### src/hw/rtl/grfai_pkg.sv
`default_nettype none

package grfai_pkg;

  // field widths
  localparam int unsigned RawW    = 16;
  localparam int unsigned BiasW   = 16;
  localparam int unsigned GainW   = 13;
  localparam int unsigned DbandW  = 29;
  localparam int unsigned TstepW  = 16;
  localparam int unsigned RateW   = 30;
  localparam int unsigned AngleW  = 40;
  localparam int unsigned CfgIdxW = 2;
  localparam int unsigned CfgW    = 29;

  localparam int unsigned WindowDefault = 10;

  // dividend bits fed to the reciprocal multiplier per divide step
  localparam int unsigned DigitBits = 18;

  // configuration reset values
  localparam logic signed [BiasW-1:0] BiasReset  = '0;
  localparam logic [GainW-1:0]        GainReset  = 13'd4000;
  localparam logic [DbandW-1:0]       DbandReset = 29'd196608;
  localparam logic [TstepW-1:0]       TstepReset = 16'd655;

  // heading constants, Q16 degrees
  localparam logic signed [AngleW-1:0] HeadingReset = 40'sd5898240;
  localparam logic signed [AngleW+1:0] Deg360       = 42'sd23592960;

  typedef enum logic [CfgIdxW-1:0] {
    CFG_RATE_BIAS = 2'd0,
    CFG_RATE_GAIN = 2'd1,
    CFG_DEADBAND  = 2'd2,
    CFG_TIME_STEP = 2'd3
  } cfg_idx_e;

  // microcode
  localparam int unsigned StepW = 4;

  typedef enum logic [3:0] {
    OP_IDLE,
    OP_SCALE,
    OP_DEADBAND,
    OP_ACCUM,
    OP_DIV_INIT,
    OP_DIV_STEP,
    OP_SIGN,
    OP_INTEG,
    OP_SUB,
    OP_WRAP
  } op_e;

  typedef enum logic [1:0] {
    C_NEXT,     // advance
    C_HOLD_IN,  // hold until an input word is taken
    C_LOOP,     // jump to target until the divide is done
    C_RET       // hold while the output is full, then jump to target
  } cond_e;

  typedef struct packed {
    op_e              op;
    cond_e            cond;
    logic [StepW-1:0] target;
  } uword_t;

  function automatic uword_t ucode(input logic [StepW-1:0] step);
    uword_t w;
    w = '{op: OP_IDLE, cond: C_HOLD_IN, target: '0};
    unique case (step)
      4'd0:    w = '{op: OP_IDLE,     cond: C_HOLD_IN, target: 4'd0};
      4'd1:    w = '{op: OP_SCALE,    cond: C_NEXT,    target: 4'd0};
      4'd2:    w = '{op: OP_DEADBAND, cond: C_NEXT,    target: 4'd0};
      4'd3:    w = '{op: OP_ACCUM,    cond: C_NEXT,    target: 4'd0};
      4'd4:    w = '{op: OP_DIV_INIT, cond: C_NEXT,    target: 4'd0};
      4'd5:    w = '{op: OP_DIV_STEP, cond: C_LOOP,    target: 4'd5};
      4'd6:    w = '{op: OP_SIGN,     cond: C_NEXT,    target: 4'd0};
      4'd7:    w = '{op: OP_INTEG,    cond: C_NEXT,    target: 4'd0};
      4'd8:    w = '{op: OP_SUB,      cond: C_NEXT,    target: 4'd0};
      4'd9:    w = '{op: OP_WRAP,     cond: C_RET,     target: 4'd0};
      default: w = '{op: OP_IDLE,     cond: C_HOLD_IN, target: 4'd0};
    endcase
    return w;
  endfunction

endpackage

`default_nettype wire

### src/hw/rtl/gyro_rate_filter_angle_integrator_core.sv
`default_nettype none

// Channel | Signals                                        | Direction
// --------+------------------------------------------------+----------
// in      | in_valid_i, in_ready_o, raw_rate_i             | sink
// out     | out_valid_o, out_ready_i, filtered_rate_o,     | source
//         | angle_o                                        |
// cfg     | cfg_we_i, cfg_idx_i, cfg_wdata_i               | sink
//
// A word passes the scale, deadband, accumulate, divide, sign, integrate, subtract and wrap
// steps to the result register; the divide is a two-step reciprocal multiply at WINDOW = 10.
// in_ready_o is high only in the idle step, so the next word is taken only after the wrap step.
// The result register holds a finished word while the next one is accepted;
// the last step stalls only if that register is still full.
// Reset clears fill flag, sum, slot, step, divide count, out_valid_o; presets heading, config.
module gyro_rate_filter_angle_integrator_core #(
  parameter int unsigned WINDOW = grfai_pkg::WindowDefault
) (
  input  wire logic                                   clk_i,
  input  wire logic                                   rst_ni,
  input  wire logic                                   in_valid_i,
  output logic                                        in_ready_o,
  input  wire logic signed [grfai_pkg::RawW-1:0]      raw_rate_i,
  output logic                                        out_valid_o,
  input  wire logic                                   out_ready_i,
  output logic signed [grfai_pkg::RateW-1:0]          filtered_rate_o,
  output logic signed [grfai_pkg::AngleW-1:0]         angle_o,
  input  wire logic                                   cfg_we_i,
  input  wire logic [grfai_pkg::CfgIdxW-1:0]          cfg_idx_i,
  input  wire logic [grfai_pkg::CfgW-1:0]             cfg_wdata_i
);

  localparam int unsigned RateW     = grfai_pkg::RateW;
  localparam int unsigned AngleW    = grfai_pkg::AngleW;
  localparam int unsigned SlotW     = (WINDOW > 1) ? $clog2(WINDOW) : 1;
  localparam int unsigned SumW      = RateW + $clog2(WINDOW);
  localparam int unsigned DivSteps  = (SumW + grfai_pkg::DigitBits - 1) / grfai_pkg::DigitBits;
  localparam int unsigned DivW      = DivSteps * grfai_pkg::DigitBits;
  localparam int unsigned DivCntW   = (DivSteps > 1) ? $clog2(DivSteps) : 1;
  // floor(x / WINDOW) equals (x * Recip) >> RecipShift for every x below 2^SumW
  localparam int unsigned RecipShift = SumW + $clog2(WINDOW);
  localparam int unsigned RecipW    = SumW + 1;
  localparam logic [RecipW-1:0] Recip =
    RecipW'(((64'd1 << RecipShift) + 64'(WINDOW) - 64'd1) / 64'(WINDOW));
  localparam int unsigned PartW     = grfai_pkg::DigitBits + RecipW;
  localparam int unsigned AccW      = DivW + RecipW;
  localparam int unsigned ScaleW    = grfai_pkg::RawW + 1 + grfai_pkg::GainW + 1;
  localparam int unsigned ProdW     = RateW + grfai_pkg::TstepW + 1;
  localparam int unsigned TW        = AngleW + 2;

  // configuration registers
  logic signed [grfai_pkg::BiasW-1:0] bias_q;
  logic [grfai_pkg::GainW-1:0]        gain_q;
  logic [grfai_pkg::DbandW-1:0]       dband_q;
  logic [grfai_pkg::TstepW-1:0]       tstep_q;

  always_ff @(posedge clk_i or negedge rst_ni) begin
    if (!rst_ni) begin
      bias_q  <= grfai_pkg::BiasReset;
      gain_q  <= grfai_pkg::GainReset;
      dband_q <= grfai_pkg::DbandReset;
      tstep_q <= grfai_pkg::TstepReset;
    end else if (cfg_we_i) begin
      unique case (grfai_pkg::cfg_idx_e'(cfg_idx_i))
        grfai_pkg::CFG_RATE_BIAS: bias_q  <= cfg_wdata_i[grfai_pkg::BiasW-1:0];
        grfai_pkg::CFG_RATE_GAIN: gain_q  <= cfg_wdata_i[grfai_pkg::GainW-1:0];
        grfai_pkg::CFG_DEADBAND:  dband_q <= cfg_wdata_i[grfai_pkg::DbandW-1:0];
        grfai_pkg::CFG_TIME_STEP: tstep_q <= cfg_wdata_i[grfai_pkg::TstepW-1:0];
        default: ;
      endcase
    end
  end

  // sequencer
  logic [grfai_pkg::StepW-1:0] step_q, step_d;
  grfai_pkg::uword_t           uw;
  logic                        in_fire;
  logic                        out_free;
  logic                        div_last;
  logic [DivCntW-1:0]          div_cnt_q, div_cnt_d;

  assign uw       = grfai_pkg::ucode(step_q);
  assign in_ready_o = (uw.op == grfai_pkg::OP_IDLE);
  assign in_fire  = in_valid_i && in_ready_o;
  assign out_free = !out_valid_o || out_ready_i;
  assign div_last = (div_cnt_q == DivCntW'(DivSteps - 1));

  always_comb begin
    step_d = step_q;
    unique case (uw.cond)
      grfai_pkg::C_NEXT:    step_d = step_q + 1'b1;
      grfai_pkg::C_HOLD_IN: if (in_fire) step_d = step_q + 1'b1;
      grfai_pkg::C_LOOP:    step_d = div_last ? step_q + 1'b1 : uw.target;
      grfai_pkg::C_RET:     if (out_free) step_d = uw.target;
      default:              step_d = '0;
    endcase
  end

  always_comb begin
    div_cnt_d = div_cnt_q;
    if (uw.op == grfai_pkg::OP_DIV_INIT) begin
      div_cnt_d = '0;
    end else if (uw.op == grfai_pkg::OP_DIV_STEP) begin
      div_cnt_d = div_cnt_q + 1'b1;
    end
  end

  always_ff @(posedge clk_i or negedge rst_ni) begin
    if (!rst_ni) begin
      step_q    <= '0;
      div_cnt_q <= '0;
    end else begin
      step_q    <= step_d;
      div_cnt_q <= div_cnt_d;
    end
  end

  // datapath
  logic signed [grfai_pkg::RawW-1:0] raw_q;
  logic signed [ScaleW-1:0]          scale_full;
  logic signed [RateW-1:0]           rate_q;
  logic [RateW-1:0]                  rate_mag;
  logic signed [RateW-1:0]           rate_db_q;
  logic signed [RateW-1:0]           old_q;
  logic signed [RateW-1:0]           old_eff;
  logic signed [RateW-1:0]           win_mem [WINDOW];
  logic [SlotW-1:0]                  slot_q;
  logic                              filled_q;
  logic signed [SumW-1:0]            sum_q, sum_d;
  logic [DivW-1:0]                   dq_q, dq_d;
  logic [AccW-1:0]                   acc_q, acc_d;
  logic [PartW-1:0]                  div_part;
  logic                              neg_q;
  logic [SumW-1:0]                   sum_mag;
  logic [RateW-1:0]                  quot;
  logic signed [RateW-1:0]           avg_q;
  logic signed [ProdW-1:0]           prod_q;
  logic signed [TW-1:0]              t_q;
  logic signed [TW-1:0]              t_wrap;
  logic signed [AngleW-1:0]          heading_q;
  logic                              wrap_fire;

  assign scale_full = ScaleW'($signed({raw_q[grfai_pkg::RawW-1], raw_q})
                              - $signed({bias_q[grfai_pkg::BiasW-1], bias_q}))
                      * $signed({1'b0, gain_q});
  assign rate_mag   = rate_q[RateW-1] ? RateW'(-rate_q) : RateW'(rate_q);
  assign old_eff    = filled_q ? old_q : '0;
  assign sum_d      = sum_q - SumW'(old_eff) + SumW'(rate_db_q);
  assign sum_mag    = sum_q[SumW-1] ? SumW'(-sum_q) : SumW'(sum_q);
  assign div_part   = PartW'(dq_q[DivW-1 -: grfai_pkg::DigitBits]) * PartW'(Recip);
  assign quot       = acc_q[RecipShift +: RateW];
  assign wrap_fire  = (uw.op == grfai_pkg::OP_WRAP) && out_free;

  // fold the top dividend chunk times the reciprocal into the product, top chunk first
  always_comb begin
    dq_d  = dq_q << grfai_pkg::DigitBits;
    acc_d = (acc_q << grfai_pkg::DigitBits) + AccW'(div_part);
  end

  always_comb begin
    t_wrap = t_q;
    if (t_q >= grfai_pkg::Deg360) begin
      t_wrap = t_q - grfai_pkg::Deg360;
    end else if (t_q <= -grfai_pkg::Deg360) begin
      t_wrap = t_q + grfai_pkg::Deg360;
    end
  end

  // window store: read the current slot every cycle, write it on accumulate
  always_ff @(posedge clk_i) begin
    if (uw.op == grfai_pkg::OP_ACCUM) begin
      win_mem[slot_q] <= rate_db_q;
    end
    old_q <= win_mem[slot_q];
  end

  always_ff @(posedge clk_i) begin
    if (in_fire) begin
      raw_q <= raw_rate_i;
    end
    if (uw.op == grfai_pkg::OP_SCALE) begin
      rate_q <= scale_full[RateW-1:0];
    end
    if (uw.op == grfai_pkg::OP_DEADBAND) begin
      rate_db_q <= (rate_mag < {1'b0, dband_q}) ? '0 : rate_q;
    end
    if (uw.op == grfai_pkg::OP_DIV_INIT) begin
      dq_q  <= DivW'(sum_mag);
      acc_q <= '0;
      neg_q <= sum_q[SumW-1];
    end else if (uw.op == grfai_pkg::OP_DIV_STEP) begin
      dq_q  <= dq_d;
      acc_q <= acc_d;
    end
    if (uw.op == grfai_pkg::OP_SIGN) begin
      avg_q <= neg_q ? RateW'(-quot) : RateW'(quot);
    end
    if (uw.op == grfai_pkg::OP_INTEG) begin
      prod_q <= avg_q * $signed({1'b0, tstep_q});
    end
    if (uw.op == grfai_pkg::OP_SUB) begin
      // arithmetic shift floors the Q16 product
      t_q <= TW'(heading_q) - TW'($signed(prod_q[ProdW-1:16]));
    end
    if (wrap_fire) begin
      filtered_rate_o <= avg_q;
      angle_o         <= t_wrap[AngleW-1:0];
    end
  end

  always_ff @(posedge clk_i or negedge rst_ni) begin
    if (!rst_ni) begin
      slot_q      <= '0;
      filled_q    <= 1'b0;
      sum_q       <= '0;
      heading_q   <= grfai_pkg::HeadingReset;
      out_valid_o <= 1'b0;
    end else begin
      if (uw.op == grfai_pkg::OP_ACCUM) begin
        sum_q <= sum_d;
        if (slot_q == SlotW'(WINDOW - 1)) begin
          slot_q   <= '0;
          filled_q <= 1'b1;
        end else begin
          slot_q <= slot_q + 1'b1;
        end
      end
      if (wrap_fire) begin
        heading_q   <= t_wrap[AngleW-1:0];
        out_valid_o <= 1'b1;
      end else if (out_ready_i) begin
        out_valid_o <= 1'b0;
      end
    end
  end

endmodule

`default_nettype wire

### config.mk
export PLATFORM = sky130hd
export DESIGN_NAME = gyro_rate_filter_angle_integrator_core
export DESIGN_NICKNAME = d
export VERILOG_FILES = /design/src/hw/rtl/grfai_pkg.sv /design/src/hw/rtl/gyro_rate_filter_angle_integrator_core.sv
export SDC_FILE = /design/constraint.sdc
export NUM_CORES = 2
export LEC_CHECK = 0
export BUFFER_PORTS_ARGS = -buffer_cell sky130_fd_sc_hd__buf_2
export CORE_ASPECT_RATIO = 0.6
export CORE_UTILIZATION = 55
export DETAILED_ROUTE_END_ITERATION = 10
export GPL_TIMING_DRIVEN = 0
export PLACE_DENSITY_LB_ADDON = 0.05
export SYNTH_ARGS = -nofsm -noshare
export SYNTH_HDL_FRONTEND = slang
export SYNTH_SLANG_ARGS = --single-unit
### constraint.sdc
create_clock -name clk_i -period 16.7 [get_ports clk_i]
set_input_delay 3.34 -clock clk_i [delete_from_list [all_inputs] [get_ports clk_i]]
set_output_delay 3.34 -clock clk_i [all_outputs]
set_load 0.02 [all_outputs]
-- After elaboration in Yosys (flattened, before gate mapping)
Memories as Yosys holds them, arrays and structs flattened. A register that Yosys moved wholly into a read port is not among the register bits.
Cells that the tools add are included.
- flip-flop bits (word level): 528
- memory bits (writable): 300
- bits in read-only memories: 128
- bits of input ports: 52
- output and inout port bits: 72
- word-level logic and storage cells: 96
- memories: 2
- memory list (name ; words ; width ; rd ports ; clocked after Yosys merged registers in ; wr ports ; RTL line ; RTL):
    win_mem ; 10 ; 30 ; 1 ; 1 ; 1 ; gyro_rate_filter_angle_integrator_core.sv:126 ; logic signed [RateW-1:0] win_mem [WINDOW];
    (no name shown) ; 16 ; 8 ; 1 ; 0 ; 0 ; grfai_pkg.sv:70 ; unique case (step)
- add/subtract/negate cells: 13
- multiply operators: 3
- order comparisons: 3
- equality and inequality tests: 18
- multiplexer cells: 19
- reduce and logical (&&, ||, !) cells: 15
- operators with widths (cell ; number):
    34-bit two-way mux ; 3
    30-bit two-way mux ; 3
    40-bit two-way mux ; 2
    68-bit by 53-bit adder with 68-bit output ; 1
    30-bit negation ; 2
    18-bit by 35-bit multiplier with 53-bit output, second input constant ; 1
    30-bit by 17-bit multiplier with 47-bit output ; 1
    41-bit by 26-bit >= comparator with 1-bit output, second input constant ; 1
    41-bit by 26-bit less-or-equal comparator with 1-bit output, second input constant ; 1
    40-bit by 31-bit subtractor with 41-bit output ; 1
    40-bit by 26-bit adder with 40-bit output, second input constant ; 1
    40-bit by 26-bit subtractor with 40-bit output, second input constant ; 1
    34-bit by 30-bit adder with 34-bit output ; 1
    34-bit negation ; 1
    34-bit by 30-bit subtractor with 34-bit output ; 1
    30-bit by 29-bit < comparator with 1-bit output ; 1
    17-bit by 14-bit multiplier with 30-bit output ; 1
    16-bit by 16-bit subtractor with 17-bit output ; 1
    4-bit by 3-bit equality test with 1-bit output, second input constant ; 4
    4-bit two-way mux ; 4
    4-bit one-hot mux with 4 select lines ; 1
    4-bit equality test, second input constant ; 3
    2-bit AND reduction ; 6
    4-bit by 1-bit adder with 4-bit output, second input constant ; 2
    other kinds (13) ; 27

-- Longest topological paths before layout
An unclocked memory read counts as a cell.
- depth after elaboration: 5
- mapped depth: 35

-- Worst setup path after synthesis
No wires, ideal clock.
- path type: flip-flop to flip-flop
- from: register bias_q[1] (netlist name)
- to: register rate_q[29], data pin
- arrival time: 7703 ps
- setup slack: 8736 ps
- cell stages (with the launch flop): 35
- buffers on the path: 1
- period minus slack after synthesis: 7964 ps
- cells stage by stage: dfrtp_1 > inv_1 > ha_1 > nor2b_1 > o21ai_0 > a21boi_0 > o21a_1 > o311ai_0 > a31oi_1 > a21o_1 > a21oi_1 > xnor2_1 > clkbuf_1 > and2_1 > fa_1 > inv_1 > fa_1 > inv_1 > fa_1 > fa_1 > fa_1 > inv_1 > fa_1 > inv_1 > ha_1 > a21o_1 > a221o_1 > a21oi_1 > o21a_1 > o21a_1 > a31oi_1 > a21oi_1 > o21ai_0 > xnor2_1 > xnor2_1
- cells in the longest elaborated chain, start to end: 2
- ends and longest elaborated chain (element ; RTL line ; RTL):
    start: declaration ; gyro_rate_filter_angle_integrator_core.sv:52 ; logic signed [grfai_pkg::BiasW-1:0] bias_q;
    start signal: assignment ; gyro_rate_filter_angle_integrator_core.sv:59 ; bias_q <= grfai_pkg::BiasReset;
    start signal: assignment ; gyro_rate_filter_angle_integrator_core.sv:65 ; grfai_pkg::CFG_RATE_BIAS: bias_q <= cfg_wdata_i[grfai_pkg::BiasW-1:0];
    16-bit by 16-bit subtractor with 17-bit output ; gyro_rate_filter_angle_integrator_core.sv:144 ; - $signed({bias_q[grfai_pkg::BiasW-1], bias_q}))
    17-bit by 14-bit multiplier with 30-bit output ; gyro_rate_filter_angle_integrator_core.sv:145 ; * $signed({1'b0, gain_q});
    net scale_full[29] ; gyro_rate_filter_angle_integrator_core.sv:120 ; logic signed [ScaleW-1:0] scale_full;
    end signal: assignment ; gyro_rate_filter_angle_integrator_core.sv:182 ; rate_q <= scale_full[RateW-1:0];
    end: declaration ; gyro_rate_filter_angle_integrator_core.sv:121 ; logic signed [RateW-1:0] rate_q;
The timed path passes the listed nets, and every way through them passes these cells.
A chain may end at the register's enable or synchronous reset.

-- Final worst setup path
- from: register raw_q[0] (netlist name)
- to: register rate_q[29], data pin
- cells in the longest elaborated chain, start to end: 2
- ends and longest elaborated chain (element ; RTL line ; RTL):
    start: declaration ; gyro_rate_filter_angle_integrator_core.sv:119 ; logic signed [grfai_pkg::RawW-1:0] raw_q;
    start signal: assignment ; gyro_rate_filter_angle_integrator_core.sv:179 ; raw_q <= raw_rate_i;
    16-bit by 16-bit subtractor with 17-bit output ; gyro_rate_filter_angle_integrator_core.sv:144 ;
    17-bit by 14-bit multiplier with 30-bit output ; gyro_rate_filter_angle_integrator_core.sv:145 ;
    net scale_full[29] ; gyro_rate_filter_angle_integrator_core.sv:120 ;
The timed path passes the listed nets, and every way through them passes these cells.

==> impl_results.md <==
- Total GRT Usage: 32.1%
- Layout cell share with drive strength beyond 1: 7.16%
- CP Data Required Time: 17.13 ns
- Commonest cells in the netlist: inv_1, fa_1, nand2_1
- Die height: 281 um
- Crit path DAT: 9.91 ns
- Yosys top cell by area: fa_1
- Setup slack, reg-to-reg: 7.22 ns
- Most frequent cell on the critical path: fa_1
- RSZ-0062 raised after global routing: false
- Initial antenna violation count: 15
- Yosys cell types: 81
- Vias in the first global route: 49100
- Final period util: 56.8%
- Area of the multi-input gates: 42400 um2
- Mean post-synth cell area: 10.7 um2
- Fin crit period: 9.48 ns
- DR pass1 iterations: 6
- Outcome: finished, final reports clean
- CP endpoint kind: register
- Synth async-reset ratio: 18.9%
- Drt initial violations: 5228
- Clock-pin slew on the worst setup and hold paths: 0.06 ns
- Post-Syn Instances: 6674
- Seq/Total Area, Yosys: 32.9%
- Row cnt: 101
- Via count: 49400
- Vias per cell: 5.69
- Dominant cells by area after synthesis: fa_1, edfxtp_1, ha_1
- Count of pins over their slew limit: 0
- Core area: 128000 um2
- Seq cells post-synth: 842
- DRC: 0
- Routed WL per cell: 23.5 um
- Footprint of the flip-flops and latches: 23500 um2
- Worst-Skew Late Latency: 0.73 ns
- Total Nets Final: 8315
- Pin count of the biggest net entering global routing: 81
- Die area: 131000 um2
- Skew final: 0.0447 ns
- Synth Flop Type: edfxtp_1
- First-pass GRT wire length: 310000 um
- CP Class: reg -> reg
- Placer Congestion: 1.01
- Setup Fix Bufs, Post-CTS: 0
- Top-area cell type share of the netlist area: 24.8%
- TNS Setup: 0 ns
- Max Fanout on Critical Path: 10
- Crit path largest cell delay: 0.55 ns
- Grt total ovfl: 0
- Fillers: 10700
- Fmax: 105 MHz
- Area Growth Syn to Fin: 8.73%
- Synth warn: 0
- # port buffers: 123
- CTS Root Cell: clkbuf_16
- CTS Buf Count: 84
- Post-cts sizing count: 0
- CP max stage cell: clkbuf_1
- Reg2reg start: raw_q[0]$_DFFE_PP_
- Min-delay worst type: reg -> reg
- Slew of the pin with the lowest slew margin: 1.33 ns
- H-tree Lvls: 3
- Hold Vio Cnt, Final: 0
- CTS tree: built
- Crit start category: register
- Post-route ant nets: 0
- Total of max-cap violations: 0
- DRT Wirelength: 204000 um
- Most numerous cell in the Yosys netlist: inv_1
- DPL Wire Length: 169000 um
- EDFF count, synth: 583
- Num ports: 124
- Syn_nets: 8078
- Hold Buf Count CTS: 0
- CTS Sinks: 842
- Hold Startpoint: heading_q[20]$_DFFE_PN1P_
- Crit path launch: raw_q[0]$_DFFE_PP_
- Clk buf depth: 3
- Finish-stage setup viols: 0
- Chip Width: 467 um
- Worst slew margin relative to its limit: 10.7%
- Mapped Area: 71400 um2
- Starting Density: 56.0%
-- stage by stage --
| stage | cell area (um2) | setup WS (ns) | cells | util, % | hold WS (ns) |
|---|---|---|---|---|---|
| after global routing | 77600 | 6.71 | 8683 | 60.8 | 0.474 |
| after floorplan | 71400 | 8.74 | 6674 | - | 0.422 |
| after CTS | 77600 | 7.33 | 8682 | 60.8 | 0.458 |
| final | 77700 | 7.22 | 8685 | 60.8 | 0.465 |
| after global placement | 74200 | 6.72 | 8496 | 58.1 | 0.448 |
| after detailed placement | 74700 | 7.39 | 8524 | 58.5 | 0.446 |
-- flip-flops by register name, indices dropped and copies added (netlist names), 29 cells and up --
| signal | flops |
|---|---|
| win_mem | 300 |
| acc_q | 68 |
| t_q | 41 |
| angle_o | 40 |
| heading_q | 40 |
| dq_q | 36 |
| sum_q | 34 |
| prod_q | 31 |
| avg_q | 30 |
| filtered_rate_o | 30 |
| old_q | 30 |
| rate_db_q | 30 |
| rate_q | 30 |
| dband_q | 29 |
-- worst max-delay path, delay by kind of cell, from the launching register on --
kind / cells / cell delay (ns)
DFF: 1 / 0.38
AOI/OAI and AO/OA: 11 / 2.16
buffers and inverters: 6 / 0.93
and+or+nand+nor: 5 / 1.26
adders and majority gates: 9 / 3.76
xor gates and xnor gates: 3 / 0.71
-- cells in the final DEF, fill, tap and decap left out, drive strengths merged, types with 44 or more instances in the layout --
cell and count:
a21oi 212, nor2 143, nand3 54, buf 167
mux4 60, inv 1262, a21o 116, dfrtp 141
nand2 757, xor2 74, nor3 44, fa 883
nor2b 76, ha 469, clkbuf 337, and2 368
a211oi 54, o21ai 236, dfxtp 100, mux2 72
edfxtp 583, o31ai 45, xnor2 234
-- worst paths after layout --
| path | cells past startpoint | to |
|---|---|---|
| min in group asynchronous | 1 | heading_q[0]$_DFFE_PN0P_ |
| worst min-delay path | 2 | heading_q[20]$_DFFE_PN1P_ |
| worst max register to register | 34 | rate_q[29]$_DFFE_PN_ |
| max in group asynchronous | 2 | gain_q[10]$_DFFE_PN1P_ |
| worst min register to register | 2 | heading_q[20]$_DFFE_PN1P_ |
| worst max-delay path | 34 | rate_q[29]$_DFFE_PN_ |
-- layout make-up --
cell class | instances | share of cell area [%]
flip-flops and latches | 842 | 30.3
clock buffers | 112 | 3.07
plain buffers | 241 | 1.19
well taps | 1699 | 2.74
multi-input cells | 4331 | 54.6
repair buffers | 151 | 1.34
clock inverters | 46 | 0.725
diodes | 3 | 0.00967
inverters | 1260 | 6.09
-- kinds of logic (layout without fill, tap and decap cells) --
group | Yosys count | in the layout | synth area share, %
adder cells (fa/ha/maj) | 1352 | 1352 | 33.0
XOR/XNOR | 308 | 308 | 3.78
multiplexers | 166 | 166 | 3.50
AO/OA/AOI/OAI | 876 | 876 | 7.79
buffers and inverters | 1501 | 1810 | 7.91
AND/OR/NAND/NOR | 1629 | 1629 | 11.1
flip-flops | 842 | 842 | 32.9
other | 0 | 3 | 0
-- metal layers --
layer / GRT usage, % / part of all wire [%] / wire [um]
met5: 0 / 0.056 / 115
met4: 4.79 / 1.3 / 2620
met3: 12.6 / 14 / 29100
met2: 37.9 / 35 / 71500
met1: 53.7 / 49 / 101000
Power is left out: the tool's default activity adds up to more than one toggle a clock period on the data nets, which glitch-free logic cannot reach.
